### src/rtl/core/imu_cal_pkg.sv
// Shared types, constants and tables for the IMU offset calibration and tilt unit.
`default_nettype none
package imu_cal_pkg;

    localparam int CAL_SAMPLES      = 1000;
    localparam int ANGLE_ITERATIONS = 16;
    localparam int TABLE_LEN        = 24;
    localparam int CORDIC_STEPS     = (ANGLE_ITERATIONS < TABLE_LEN) ?
                                      ANGLE_ITERATIONS : TABLE_LEN;
    localparam int NUM_AXES         = 6;
    localparam int DIV_BITS         = 32;

    // offset averaging by reciprocal multiply, exact for any sum of CAL_SAMPLES readings
    localparam int CAL_MAG_BITS   = $clog2(CAL_SAMPLES * 32768 + 1);
    localparam int CAL_SHIFT      = CAL_MAG_BITS + $clog2(CAL_SAMPLES);
    localparam int CAL_RECIP_BITS = CAL_MAG_BITS + 1;
    localparam int CAL_PROD_BITS  = CAL_MAG_BITS + CAL_RECIP_BITS;
    localparam logic [63:0] CAL_RECIP_WIDE =
        ((64'd1 << CAL_SHIFT) + 64'(CAL_SAMPLES) - 64'd1) / 64'(CAL_SAMPLES);
    localparam logic [CAL_RECIP_BITS-1:0] CAL_RECIP = CAL_RECIP_WIDE[CAL_RECIP_BITS-1:0];

    localparam logic [2:0] AXIS_AX = 3'd0;
    localparam logic [2:0] AXIS_AZ = 3'd2;
    localparam logic [2:0] AXIS_GX = 3'd3;
    localparam logic [2:0] AXIS_LAST = 3'(NUM_AXES - 1);

    localparam logic signed [31:0] HALF_TURN  = 32'sd5898240;
    localparam logic signed [15:0] TILT_LIMIT = 16'sd23040;

    localparam logic [1:0] ST_MEASURE = 2'd0;
    localparam logic [1:0] ST_SAMPLE  = 2'd1;
    localparam logic [1:0] ST_DONE    = 2'd2;

    localparam logic REG_GRAVITY = 1'b0;
    localparam logic REG_SENS    = 1'b1;

    localparam logic [14:0] GRAVITY_RESET = 15'd16384;
    localparam logic [7:0]  SENS_RESET    = 8'd131;

    localparam logic OP_MEASURE   = 1'b0;
    localparam logic OP_CALIBRATE = 1'b1;

    typedef struct packed {
        logic               opcode;
        logic signed [15:0] accel_x;
        logic signed [15:0] accel_y;
        logic signed [15:0] accel_z;
        logic signed [15:0] gyro_x;
        logic signed [15:0] gyro_y;
        logic signed [15:0] gyro_z;
    } sample_t;

    typedef struct packed {
        logic [1:0]         status;
        logic signed [15:0] acc_x_corr;
        logic signed [15:0] acc_y_corr;
        logic signed [15:0] acc_z_corr;
        logic signed [15:0] gyr_x_corr;
        logic signed [15:0] gyr_y_corr;
        logic signed [15:0] gyr_z_corr;
        logic signed [15:0] tilt_angle;
        logic signed [15:0] pitch_rate;
    } result_t;

    typedef struct packed {
        logic       load;
        logic       init;
        logic       cordic_step;
        logic       div_load_axis;
        logic       div_step;
        logic       store_rate;
        logic       store_offset;
        logic       clear_sums;
        logic       out_load;
        logic [2:0] axis;
        logic [4:0] iter;
    } dp_cmd_t;

    typedef struct packed {
        logic cal_done;
    } dp_status_t;

    // atan(2^-i) in degrees scaled by 32768
    function automatic logic [20:0] atan_entry(input logic [4:0] i);
        logic [20:0] v;
        case (i)
            5'd0:  v = 21'd1474560;
            5'd1:  v = 21'd870484;
            5'd2:  v = 21'd459940;
            5'd3:  v = 21'd233473;
            5'd4:  v = 21'd117189;
            5'd5:  v = 21'd58652;
            5'd6:  v = 21'd29333;
            5'd7:  v = 21'd14667;
            5'd8:  v = 21'd7334;
            5'd9:  v = 21'd3667;
            5'd10: v = 21'd1833;
            5'd11: v = 21'd917;
            5'd12: v = 21'd458;
            5'd13: v = 21'd229;
            5'd14: v = 21'd115;
            5'd15: v = 21'd57;
            5'd16: v = 21'd29;
            5'd17: v = 21'd14;
            5'd18: v = 21'd7;
            5'd19: v = 21'd4;
            5'd20: v = 21'd2;
            5'd21: v = 21'd1;
            default: v = 21'd0;
        endcase
        return v;
    endfunction

endpackage
`default_nettype wire

### src/rtl/core/imu_cal_dp.sv
// Datapath: offset correction, calibration sums, CORDIC angle and serial divider.
`default_nettype none
module imu_cal_dp (
    input  wire logic                 clk,
    input  wire logic                 rst_n,
    input  wire imu_cal_pkg::dp_cmd_t cmd,
    input  wire imu_cal_pkg::sample_t sample,
    input  wire logic [14:0]          gravity_counts,
    input  wire logic [7:0]           gyro_sensitivity,
    output imu_cal_pkg::dp_status_t   status,
    output imu_cal_pkg::result_t      result
);

    logic signed [15:0] offsets_reg [imu_cal_pkg::NUM_AXES];
    logic signed [31:0] sums_reg    [imu_cal_pkg::NUM_AXES];
    logic [15:0]        count_reg;
    logic               cal_done_reg;

    logic signed [15:0] corr_reg    [imu_cal_pkg::NUM_AXES];
    logic [1:0]         status_reg;
    logic signed [31:0] x_reg, y_reg, z_reg;
    logic               zero_reg;
    logic [15:0]        rem_reg, dvs_reg;
    logic [31:0]        quo_reg;
    logic               neg_reg;
    logic signed [15:0] rate_reg;
    imu_cal_pkg::result_t result_reg;

    logic signed [15:0] raw [imu_cal_pkg::NUM_AXES];
    logic [16:0]        count_inc;
    logic               cal_finish;

    always_comb
    begin
        raw[0] = sample.accel_x;
        raw[1] = sample.accel_y;
        raw[2] = sample.accel_z;
        raw[3] = sample.gyro_x;
        raw[4] = sample.gyro_y;
        raw[5] = sample.gyro_z;
        count_inc  = {1'b0, count_reg} + 17'd1;
        cal_finish = (count_inc >= 17'(imu_cal_pkg::CAL_SAMPLES));
    end

    // divider: one quotient bit per cycle
    logic [16:0] rem_shift, rem_sub;
    logic        rem_ge;
    logic [31:0] div_val, div_mag;
    logic [15:0] div_dvs;
    logic signed [31:0] quo_signed, offset_val;
    logic [imu_cal_pkg::CAL_PROD_BITS-1:0] cal_prod;
    logic [31:0] cal_quo;

    always_comb
    begin
        rem_shift = {rem_reg, quo_reg[31]};
        rem_ge    = rem_shift >= {1'b0, dvs_reg};
        rem_sub   = rem_shift - {1'b0, dvs_reg};
        if (cmd.div_load_axis)
            div_val = sums_reg[cmd.axis];
        else
            div_val = {{9{corr_reg[imu_cal_pkg::AXIS_GX][15]}},
                       corr_reg[imu_cal_pkg::AXIS_GX], 7'd0};
        div_dvs    = (gyro_sensitivity == 8'd0) ? 16'd1 : {8'd0, gyro_sensitivity};
        div_mag    = div_val[31] ? (32'd0 - div_val) : div_val;
        // average the sum magnitude by multiplying with the rounded-up reciprocal
        cal_prod   = {{imu_cal_pkg::CAL_RECIP_BITS{1'b0}},
                      div_mag[imu_cal_pkg::CAL_MAG_BITS-1:0]} *
                     {{imu_cal_pkg::CAL_MAG_BITS{1'b0}}, imu_cal_pkg::CAL_RECIP};
        cal_quo    = 32'(cal_prod >> imu_cal_pkg::CAL_SHIFT);
        quo_signed = neg_reg ? $signed(32'd0 - quo_reg) : $signed(quo_reg);
        offset_val = quo_signed - ((cmd.axis == imu_cal_pkg::AXIS_AZ) ?
                                   $signed({17'd0, gravity_counts}) : 32'sd0);
    end

    // CORDIC init and step
    logic signed [31:0] x0, y0, dx, dy;
    logic [20:0]        tval;
    logic signed [31:0] zr, tilt_full;
    logic signed [15:0] tilt;
    logic signed [15:0] rate_val;

    always_comb
    begin
        x0   = {{8{corr_reg[imu_cal_pkg::AXIS_AZ][15]}}, corr_reg[imu_cal_pkg::AXIS_AZ], 8'd0};
        y0   = {{8{corr_reg[imu_cal_pkg::AXIS_AX][15]}}, corr_reg[imu_cal_pkg::AXIS_AX], 8'd0};
        dx   = y_reg >>> cmd.iter;
        dy   = x_reg >>> cmd.iter;
        tval = imu_cal_pkg::atan_entry(cmd.iter);
        zr   = z_reg + 32'sd128;
        tilt_full = zr >>> 8;
        if (zero_reg)
            tilt = 16'sd0;
        else if (tilt_full > 32'(imu_cal_pkg::TILT_LIMIT))
            tilt = imu_cal_pkg::TILT_LIMIT;
        else if (tilt_full < -32'(imu_cal_pkg::TILT_LIMIT))
            tilt = -imu_cal_pkg::TILT_LIMIT;
        else
            tilt = tilt_full[15:0];
        if (neg_reg)
            rate_val = (quo_reg > 32'd32768) ? 16'sh8000 : $signed(16'(32'd0 - quo_reg));
        else
            rate_val = (quo_reg > 32'd32767) ? 16'sh7fff : $signed(quo_reg[15:0]);
    end

    // calibration state
    always_ff @(posedge clk or negedge rst_n)
    begin
        if (!rst_n)
        begin
            for (int k = 0; k < imu_cal_pkg::NUM_AXES; k++)
            begin
                offsets_reg[k] <= 16'sd0;
                sums_reg[k]    <= 32'sd0;
            end
            count_reg    <= 16'd0;
            cal_done_reg <= 1'b0;
        end
        else
        begin
            if (cmd.load)
            begin
                cal_done_reg <= 1'b0;
                if (sample.opcode == imu_cal_pkg::OP_CALIBRATE)
                begin
                    for (int k = 0; k < imu_cal_pkg::NUM_AXES; k++)
                        sums_reg[k] <= sums_reg[k] + 32'(raw[k]);
                    cal_done_reg <= cal_finish;
                    count_reg    <= cal_finish ? 16'd0 : count_inc[15:0];
                end
            end
            if (cmd.store_offset)
                offsets_reg[cmd.axis] <= offset_val[15:0];
            if (cmd.clear_sums)
                for (int k = 0; k < imu_cal_pkg::NUM_AXES; k++)
                    sums_reg[k] <= 32'sd0;
        end
    end

    // per-item payload
    always_ff @(posedge clk)
    begin
        if (cmd.load)
        begin
            for (int k = 0; k < imu_cal_pkg::NUM_AXES; k++)
                corr_reg[k] <= raw[k] - offsets_reg[k];
            if (sample.opcode == imu_cal_pkg::OP_CALIBRATE)
                status_reg <= cal_finish ? imu_cal_pkg::ST_DONE : imu_cal_pkg::ST_SAMPLE;
            else
                status_reg <= imu_cal_pkg::ST_MEASURE;
        end
        if (cmd.init)
        begin
            zero_reg <= (x0 == 32'sd0) && (y0 == 32'sd0);
            if (x0 < 0)
            begin
                z_reg <= (y0 >= 0) ? imu_cal_pkg::HALF_TURN : -imu_cal_pkg::HALF_TURN;
                x_reg <= -x0;
                y_reg <= -y0;
            end
            else
            begin
                z_reg <= 32'sd0;
                x_reg <= x0;
                y_reg <= y0;
            end
        end
        else if (cmd.cordic_step)
        begin
            if (y_reg >= 0)
            begin
                x_reg <= x_reg + dx;
                y_reg <= y_reg - dy;
                z_reg <= z_reg + $signed({11'd0, tval});
            end
            else
            begin
                x_reg <= x_reg - dx;
                y_reg <= y_reg + dy;
                z_reg <= z_reg - $signed({11'd0, tval});
            end
        end
        if (cmd.init)
        begin
            quo_reg <= div_mag;
            neg_reg <= div_val[31];
            rem_reg <= 16'd0;
            dvs_reg <= div_dvs;
        end
        else if (cmd.div_load_axis)
        begin
            quo_reg <= cal_quo;
            neg_reg <= div_val[31];
        end
        else if (cmd.div_step)
        begin
            rem_reg <= rem_ge ? rem_sub[15:0] : rem_shift[15:0];
            quo_reg <= {quo_reg[30:0], rem_ge};
        end
        if (cmd.store_rate)
            rate_reg <= rate_val;
        if (cmd.out_load)
        begin
            result_reg.status     <= status_reg;
            result_reg.acc_x_corr <= corr_reg[0];
            result_reg.acc_y_corr <= corr_reg[1];
            result_reg.acc_z_corr <= corr_reg[2];
            result_reg.gyr_x_corr <= corr_reg[3];
            result_reg.gyr_y_corr <= corr_reg[4];
            result_reg.gyr_z_corr <= corr_reg[5];
            result_reg.tilt_angle <= tilt;
            result_reg.pitch_rate <= rate_reg;
        end
    end

    assign status.cal_done = cal_done_reg;
    assign result          = result_reg;

endmodule
`default_nettype wire

### src/rtl/core/imu_cal_ctrl.sv
// Controller: sequences load, CORDIC, divisions, offset update and output transfer.
`default_nettype none
module imu_cal_ctrl (
    input  wire logic                    clk,
    input  wire logic                    rst_n,
    input  wire logic                    sample_valid,
    output logic                         sample_ready,
    output logic                         result_valid,
    input  wire logic                    result_ready,
    input  wire imu_cal_pkg::dp_status_t status,
    output imu_cal_pkg::dp_cmd_t         cmd
);

    typedef enum logic [2:0] {
        S_IDLE, S_INIT, S_RUN, S_STORE_RATE, S_AX_LOAD, S_AX_STORE, S_FINISH
    } state_t;

    state_t     state_reg, state_next;
    logic [4:0] cnt_reg, cnt_next;
    logic [2:0] axis_reg, axis_next;
    logic       result_valid_reg, result_valid_next;
    logic       out_free;

    assign out_free     = !result_valid_reg || result_ready;
    assign sample_ready = (state_reg == S_IDLE);
    assign result_valid = result_valid_reg;

    always_comb
    begin
        state_next        = state_reg;
        cnt_next          = cnt_reg;
        axis_next         = axis_reg;
        result_valid_next = result_valid_reg && !result_ready;
        cmd               = '0;
        cmd.axis          = axis_reg;
        cmd.iter          = cnt_reg;
        case (state_reg)
            S_IDLE:
            begin
                if (sample_valid)
                begin
                    cmd.load   = 1'b1;
                    state_next = S_INIT;
                end
            end
            S_INIT:
            begin
                cmd.init   = 1'b1;
                cnt_next   = 5'd0;
                state_next = S_RUN;
            end
            S_RUN:
            begin
                cmd.div_step    = 1'b1;
                cmd.cordic_step = ({1'b0, cnt_reg} < 6'(imu_cal_pkg::CORDIC_STEPS));
                cnt_next        = cnt_reg + 5'd1;
                if (cnt_reg == 5'(imu_cal_pkg::DIV_BITS - 1))
                    state_next = S_STORE_RATE;
            end
            S_STORE_RATE:
            begin
                cmd.store_rate = 1'b1;
                axis_next      = imu_cal_pkg::AXIS_AX;
                state_next     = status.cal_done ? S_AX_LOAD : S_FINISH;
            end
            S_AX_LOAD:
            begin
                cmd.div_load_axis = 1'b1;
                state_next        = S_AX_STORE;
            end
            S_AX_STORE:
            begin
                cmd.store_offset = 1'b1;
                if (axis_reg == imu_cal_pkg::AXIS_LAST)
                begin
                    cmd.clear_sums = 1'b1;
                    state_next     = S_FINISH;
                end
                else
                begin
                    axis_next  = axis_reg + 3'd1;
                    state_next = S_AX_LOAD;
                end
            end
            S_FINISH:
            begin
                // hold until the output register is free
                if (out_free)
                begin
                    cmd.out_load      = 1'b1;
                    result_valid_next = 1'b1;
                    state_next        = S_IDLE;
                end
            end
            default:
            begin
                state_next = S_IDLE;
            end
        endcase
    end

    always_ff @(posedge clk or negedge rst_n)
    begin
        if (!rst_n)
        begin
            state_reg        <= S_IDLE;
            cnt_reg          <= 5'd0;
            axis_reg         <= 3'd0;
            result_valid_reg <= 1'b0;
        end
        else
        begin
            state_reg        <= state_next;
            cnt_reg          <= cnt_next;
            axis_reg         <= axis_next;
            result_valid_reg <= result_valid_next;
        end
    end

    a_accept_leaves_idle: assert property (@(posedge clk) disable iff (!rst_n)
        (sample_valid && sample_ready) |=> (state_reg == S_INIT))
        else $error("accepted transfer did not start processing");

    a_out_load_free: assert property (@(posedge clk) disable iff (!rst_n)
        cmd.out_load |-> out_free)
        else $error("output register overwritten");

    a_one_phase_cmd: assert property (@(posedge clk) disable iff (!rst_n)
        $onehot0({cmd.load, cmd.init, cmd.div_load_axis, cmd.store_rate,
                  cmd.store_offset, cmd.out_load}))
        else $error("conflicting datapath commands");

    a_offsets_only_when_done: assert property (@(posedge clk) disable iff (!rst_n)
        cmd.store_offset |-> status.cal_done)
        else $error("offset written without finished calibration");

endmodule
`default_nettype wire

### src/rtl/core/imu_offset_calibrate_tilt_unit.sv
// Top level: APB register file, controller and datapath of the IMU calibration and tilt unit.
//
//  channel   | signals                                   | direction
//  ----------+-------------------------------------------+----------
//  sample    | sample_valid, sample_ready, sample        | in
//  result    | result_valid, result_ready, result        | out
//  config    | psel, penable, pwrite, paddr, pwdata,     | in/out
//            | prdata, pready                            |
//
// After a transfer the unit runs init, the serial rate divider and the rate store, then
// loads the result and only then takes the next transfer; the item that ends a calibration
// run adds a load and a store step per axis for the six reciprocal-multiply offset averages.
// The 32-step serial rate divider sets the processing time; the CORDIC runs beside it.
// A new sample is taken once the result is in the output register, even while stalled.
// A stalled result holds the last item in its final state until the register frees.
// Reset clears offsets, sums, count and the configuration registers to their defaults at once.
`default_nettype none
module imu_offset_calibrate_tilt_unit (
    input  wire logic                 clk,
    input  wire logic                 rst_n,
    input  wire logic                 sample_valid,
    output logic                      sample_ready,
    input  wire imu_cal_pkg::sample_t sample,
    output logic                      result_valid,
    input  wire logic                 result_ready,
    output imu_cal_pkg::result_t      result,
    input  wire logic                 psel,
    input  wire logic                 penable,
    input  wire logic                 pwrite,
    input  wire logic [2:0]           paddr,
    input  wire logic [31:0]          pwdata,
    output logic [31:0]               prdata,
    output logic                      pready
);

    logic [14:0] gravity_reg;
    logic [7:0]  sens_reg;
    logic        wr_en;

    imu_cal_pkg::dp_cmd_t    cmd;
    imu_cal_pkg::dp_status_t dp_status;

    assign pready = 1'b1;
    assign wr_en  = psel && penable && pwrite;

    always_ff @(posedge clk or negedge rst_n)
    begin
        if (!rst_n)
        begin
            gravity_reg <= imu_cal_pkg::GRAVITY_RESET;
            sens_reg    <= imu_cal_pkg::SENS_RESET;
        end
        else if (wr_en)
        begin
            if (paddr[2] == imu_cal_pkg::REG_GRAVITY)
                gravity_reg <= pwdata[14:0];
            else
                sens_reg <= pwdata[7:0];
        end
    end

    always_comb
    begin
        if (paddr[2] == imu_cal_pkg::REG_SENS)
            prdata = {24'd0, sens_reg};
        else
            prdata = {17'd0, gravity_reg};
    end

    imu_cal_ctrl u_ctrl (
        .clk          (clk),
        .rst_n        (rst_n),
        .sample_valid (sample_valid),
        .sample_ready (sample_ready),
        .result_valid (result_valid),
        .result_ready (result_ready),
        .status       (dp_status),
        .cmd          (cmd)
    );

    imu_cal_dp u_dp (
        .clk              (clk),
        .rst_n            (rst_n),
        .cmd              (cmd),
        .sample           (sample),
        .gravity_counts   (gravity_reg),
        .gyro_sensitivity (sens_reg),
        .status           (dp_status),
        .result           (result)
    );

endmodule
`default_nettype wire
### config.mk
export PLATFORM = sky130hd
export DESIGN_NAME = imu_offset_calibrate_tilt_unit
export DESIGN_NICKNAME = d
export VERILOG_FILES = /design/src/rtl/core/imu_cal_pkg.sv /design/src/rtl/core/imu_cal_dp.sv /design/src/rtl/core/imu_cal_ctrl.sv /design/src/rtl/core/imu_offset_calibrate_tilt_unit.sv
export SDC_FILE = /design/constraint.sdc
export NUM_CORES = 2
export LEC_CHECK = 0
export ABC_AREA = 0
export ABC_CLOCK_PERIOD_IN_PS = 32299
export BUFFER_PORTS_ARGS = -buffer_cell sky130_fd_sc_hd__buf_4
export CAP_MARGIN = 20
export CORE_MARGIN = 1.5
export CORE_UTILIZATION = 50
export DETAILED_ROUTE_END_ITERATION = 10
export HOLD_SLACK_MARGIN = 0.08
export PLACE_DENSITY_LB_ADDON = 0.05
export SLEW_MARGIN = 20
export SYNTH_ARGS = -nofsm -noshare
export SYNTH_HDL_FRONTEND = slang
export SYNTH_SLANG_ARGS = --single-unit
### constraint.sdc
create_clock -name clk -period 32.3 [get_ports clk]
set_input_delay 6.46 -clock clk [delete_from_list [all_inputs] [get_ports clk]]
set_output_delay 6.46 -clock clk [all_outputs]
set_load 0.1 [all_outputs]
Word-level counts from Yosys, hierarchy flattened
Memory sizes are Yosys's and may differ from the RTL's. A register that Yosys moved wholly into a read port is not among the register bits.
Index checks and enable logic that the tools add are counted.
{"block": "totals", "register_bits": 554, "mem_bits_rw": 96, "rom_bits": 672, "input_bits": 139, "out_inout_bits": 165, "elab_cells": 190, "n_memories": 2}
{"memory": "(no name shown)", "depth": 32, "width": 21, "read_ports": 1, "rd_clocked_by_memory_dff": 0, "wr": 0, "line": "imu_cal_pkg.sv:86", "source": "case (i)"}
{"memory": "u_dp.corr_reg", "depth": 6, "width": 16, "read_ports": 9, "rd_clocked_by_memory_dff": 6, "wr": 6, "line": "imu_cal_dp.sv:19", "source": "logic signed [15:0] corr_reg [imu_cal_pkg::NUM_AXES];"}
{"block": "classes", "addsub": 28, "multipliers": 1, "magnitude_cmp": 12, "n_eq_ne": 13, "n_shift": 2, "muxes": 65, "bitwise_logic": 3, "reduce_logical": 28}
{"op": "32-bit 2-to-1 mux", "n": 20}
{"op": "192-bit 2-to-1 mux", "n": 3}
{"op": "32-bit by 16-bit adder with 32-bit output", "n": 6}
{"op": "16-bit 2-to-1 mux", "n": 8}
{"op": "16-bit subtractor", "n": 8}
{"op": "32-bit binary-select mux with 3-bit select", "n": 1}
{"op": "96-bit bitwise mux", "n": 1}
{"op": "32-bit adder", "n": 2}
{"op": "32-bit logical NOT", "n": 2}
{"op": "24-bit negator with 32-bit output", "n": 2}
{"op": "32-bit by 5-bit >>> shifter with 32-bit output", "n": 2}
{"op": "32-bit subtractor", "n": 2}
{"op": "25-bit by 26-bit multiplier with 51-bit output (second input constant)", "n": 1}
{"op": "16-bit demux with 3-bit select", "n": 1}
{"op": "15-bit 2-to-1 mux", "n": 3}
{"op": "32-bit by 22-bit adder with 32-bit output", "n": 1}
{"op": "32-bit by 9-bit adder with 32-bit output (second input constant)", "n": 1}
{"op": "32-bit by 1-bit greater-or-equal comparator with 1-bit output (second input constant)", "n": 1}
{"op": "32-bit by 15-bit greater-than comparator with 1-bit output (second input constant)", "n": 1}
{"op": "32-bit by 16-bit greater-than comparator with 1-bit output (second input constant)", "n": 1}
{"op": "1-bit by 32-bit subtractor with 32-bit output (first input constant)", "n": 1}
{"op": "32-bit by 22-bit subtractor with 32-bit output", "n": 1}
{"op": "24-bit by 1-bit greater-or-equal comparator with 1-bit output (second input constant)", "n": 1}
{"op": "24-bit by 16-bit greater-than comparator with 1-bit output (second input constant)", "n": 1}
{"op": "other kinds (36)", "n": 81}

Longest topological paths before layout
{"block": "depth", "ltp_word": 10, "ltp_mapped": 40}

Hierarchy
A second synthesis with hierarchy kept.
{"block": "hier_totals", "hier_cells": 7164, "area_unflattened_um2": 65730.5}
{"module": "imu_cal_dp", "n_inst": 1, "cells_each": 7011, "area_per_inst_um2": 63804.9}
{"module": "imu_offset_calibrate_tilt_unit", "n_inst": 1, "cells_each": 86, "area_per_inst_um2": 1217.4}
{"module": "imu_cal_ctrl", "n_inst": 1, "cells_each": 67, "area_per_inst_um2": 708.2}

Least setup slack after synthesis
Ideal clock, no wire load.
{"block": "synth_timing", "kind": "input -> output", "start": "input port paddr[2]", "end": "output port prdata[10]", "t_arrival_ns": 8.210, "required_ns": 25.840, "path_slack_ns": 17.630, "cell_stages": 3, "path_cell_list": "clkbuf_1 buf_1 nor2b_1"}
{"block": "synth_via", "elab_chain_cells": 1}
{"element": "start: declaration", "line": "imu_offset_calibrate_tilt_unit.sv:30", "source": "input wire logic [2:0] paddr,"}
{"element": "15-bit 2-to-1 mux", "line": "imu_offset_calibrate_tilt_unit.sv:64", "source": "if (paddr[2] == imu_cal_pkg::REG_SENS)"}
{"element": "end: declaration", "line": "imu_offset_calibrate_tilt_unit.sv:32", "source": "output logic [31:0] prdata,"}
No other way between the ends.

Worst setup path after layout
{"block": "layout_timing", "start": "input port paddr[2]", "end": "output port prdata[3]"}
Same word-level chain as after synthesis.

==> results.txt <==
Yosys Warn Count: 0
Vias post-DR: 51900
CP dominant cell by count: buf_4
GP Congestion: 0.967
Async S/R FF share, synth: 46.1%
Hold Buf Count CTS: 0
Clock sinks: 738
Initial DRC count: 4432
Port Buffers: 266
Setup CP Type: primary input to output pin
Slowest-stage cell, CP: mux2_2
Die area: 131000 µm²
Initial Utilization: 50.5%
Yosys reg bits: 738
Final Hold Vio Count: 0
Post-synth top cells: nand2_1 (684), inv_1 (675), ha_1 (667)
Met3 GRT Util: 3.95%
Period minus WS final: 13.73 ns
Longest Clk Path Bufs: 3
Drt pass-1 iters: 6
Routed Antenna Nets: 0
Most used DFF post-synth: edfxtp_1
Number of flops mapped to enable cells by yosys: 382
Sequential-to-total area share from yosys stat: 31.5%
Dpl cells: 8609
Area share of the largest cell type after synthesis: 17.8%
Finished Layout Cells: 8785
Synth area leader: edfxtp_1
R2R Setup Slk: 19.56 ns
Final WL: 196000 µm
Crit path max fanout: 17
Cell Area, Synth: 64500 µm²
Clk_skew: 0.0650 ns
TNS Setup: 0 ns
CP bufs+invs: 2
Detailed placement HPWL: 151000 µm
Post-layout nets: 8067
Largest delay share family, worst path: buffers and inverters
Startpoint types: primary input
CTS buffer count: 90
Largest net degree at the start of global routing: 151
TritonCTS clock tree: done
Global-route wire length before repair: 299000 µm
Grt met1 use: 41.0%
Row Count: 131
Unrepaired setup endpoints after global routing: false
Crit path capture type: output pin
Setup Viol. Count Final: 0
Count leader, synth: nand2_1
Syn_area_per_cell: 9.42 µm²
Max-slew violation count: 0
IO Count: 304
Via density: 5.91
Number of flip-flops in the largest register: 192
Total GRT Usage: 29.7%
Core ar.: 128000 µm²
Vias in the first global route: 49523
Max incr delay on CP: 0.37 ns
Mapped Cells: 6851
CTS resizes: 0
Max-cap violations: 0
GRT Residual Overflow: 0
Clk_lat worst skew: 0.72 ns
Drt wl/cell: 22.3 µm
Post-synth cell types: 94
Number of H-tree levels: 3
Req. time, crit path: 25.84 ns
P&R area growth vs syn: 10.7%
Tightest Pin Transition: 1.17 ns
Fmax: 72.9 MHz
Die span in x: 362 µm
Drt drc: 0
Share of cells above drive strength 1: 11.1%
Outcome: completed
Initial antenna violation count: 10
Worst-path clk slew: 0.06 ns
Met2 Use GR: 47.8%
Worst min path class: register to register
Die height: 362 µm
Final period utilization: 42.5%
Crit-path cells: buf_4 > mux2_2 > buf_4
Crit path DAT: 7.27 ns
Setup bufs post-CTS: 0
Busiest layer in global routing: met2
Synth top area cells: edfxtp_1 (18%), dfrtp_1 (13%), ha_1 (13%)
Worst slew margin: 21.9%
Root Driver: clkbuf_16
-- metal layers --
layer  wire length [µm]  share of wire [%]
met5                 48              0.024
met4               7260                3.7
met3              12400                6.3
met2              90200                 46
met1              86300                 44
-- final cells by class --
class | count | area (µm²)
Inverter | 678 | 2550
Sequential cell | 738 | 20300
Multi-Input combinational cell | 5187 | 40700
Fill cell | 11575 | 56400
Clock buffer | 116 | 2440
Timing Repair Buffer | 344 | 2620
Clock inverter | 54 | 716
Tap cell | 1662 | 2080
Antenna cell | 6 | 15.0
-- path summary, 6_finish.rpt --
| kind | endpoint | startpoint | cells after the start |
|---|---|---|---|
| max in group asynchronous | u_dp.sums_reg[128] | rst_n | 3 |
| worst max register to register | u_dp.quo_reg[14] | u_ctrl.axis_reg[0] | 35 |
| worst min-delay path | u_dp.result[5] | u_dp.rate_reg[5] | 0 |
| min in group asynchronous | u_dp.sums_reg[60] | rst_n | 1 |
| worst min register to register | u_dp.result[5] | u_dp.rate_reg[5] | 0 |
| worst max-delay path | prdata[3] | paddr[2] | 3 |
-- through the flow --
| stage | setup WS (ns) | hold slack, ns | area, µm² | utilization [%] |
|---|---|---|---|---|
| 2_1_floorplan | 17.63 | 0.400 | 64600 | - |
| 3_3_place_gp | 18.57 | 0.402 | 68300 | 53.4 |
| 3_5_place_dp | 18.57 | 0.405 | 68300 | 53.4 |
| 4_1_cts | 18.57 | 0.370 | 71400 | 55.9 |
| 5_1_grt | 18.54 | 0.365 | 71400 | 55.9 |
| 6_report | 18.57 | 0.371 | 71400 | 55.9 |
-- logic make-up (layout without fill, tap and decap cells) --
| kind of cell | Yosys count | in the layout | synth area share [%] |
|---|---|---|---|
| other cells | 2 | 24 | 0.0116 |
| mux | 318 | 318 | 6.98 |
| flops | 738 | 738 | 31.5 |
| compound gates | 1745 | 1745 | 17.2 |
| xor+xnor | 461 | 461 | 6.26 |
| fa+ha+maj | 889 | 889 | 19.8 |
| simple gates | 1756 | 1756 | 12.5 |
| buf+inv | 942 | 1192 | 5.75 |
-- worst reg2reg max path: cells and delay by family (launching register included) --
kind | cells | cell delay, ns
buffers and inverters | 5 | 0.73
AOI/OAI and AO/OA | 11 | 3.60
DFF | 1 | 0.88
muxes | 2 | 0.66
and+or+nand+nor | 8 | 2.43
adders and majority gates | 9 | 4.24
-- cell usage in the layout, fill, tap and decap left out, drive strengths merged, types with 25 or more instances in the layout --
cell / count
mux2i: 99
clkbuf: 116
and3: 62
clkinv: 37
nor3: 107
nand4: 46
and2: 26
o21a: 31
nand3: 109
o31ai: 61
o211ai: 28
o21ai: 569
a22o: 34
or2: 27
o22ai: 25
o21bai: 60
mux2: 126
a21o: 193
o311ai: 25
mux4: 93
a221oi: 27
nor2b: 95
ha: 667
inv: 678
a31oi: 46
or3: 46
a21boi: 62
nand2b: 63
a211oi: 49
buf: 344
nor2: 428
nand2: 684
dfrtp: 336
xor2: 191
xnor2: 270
a21oi: 351
fa: 222
edfxtp: 382
Power is not shown: default switching activity piles up to over one toggle a cycle in this logic, so the estimate is an artifact.
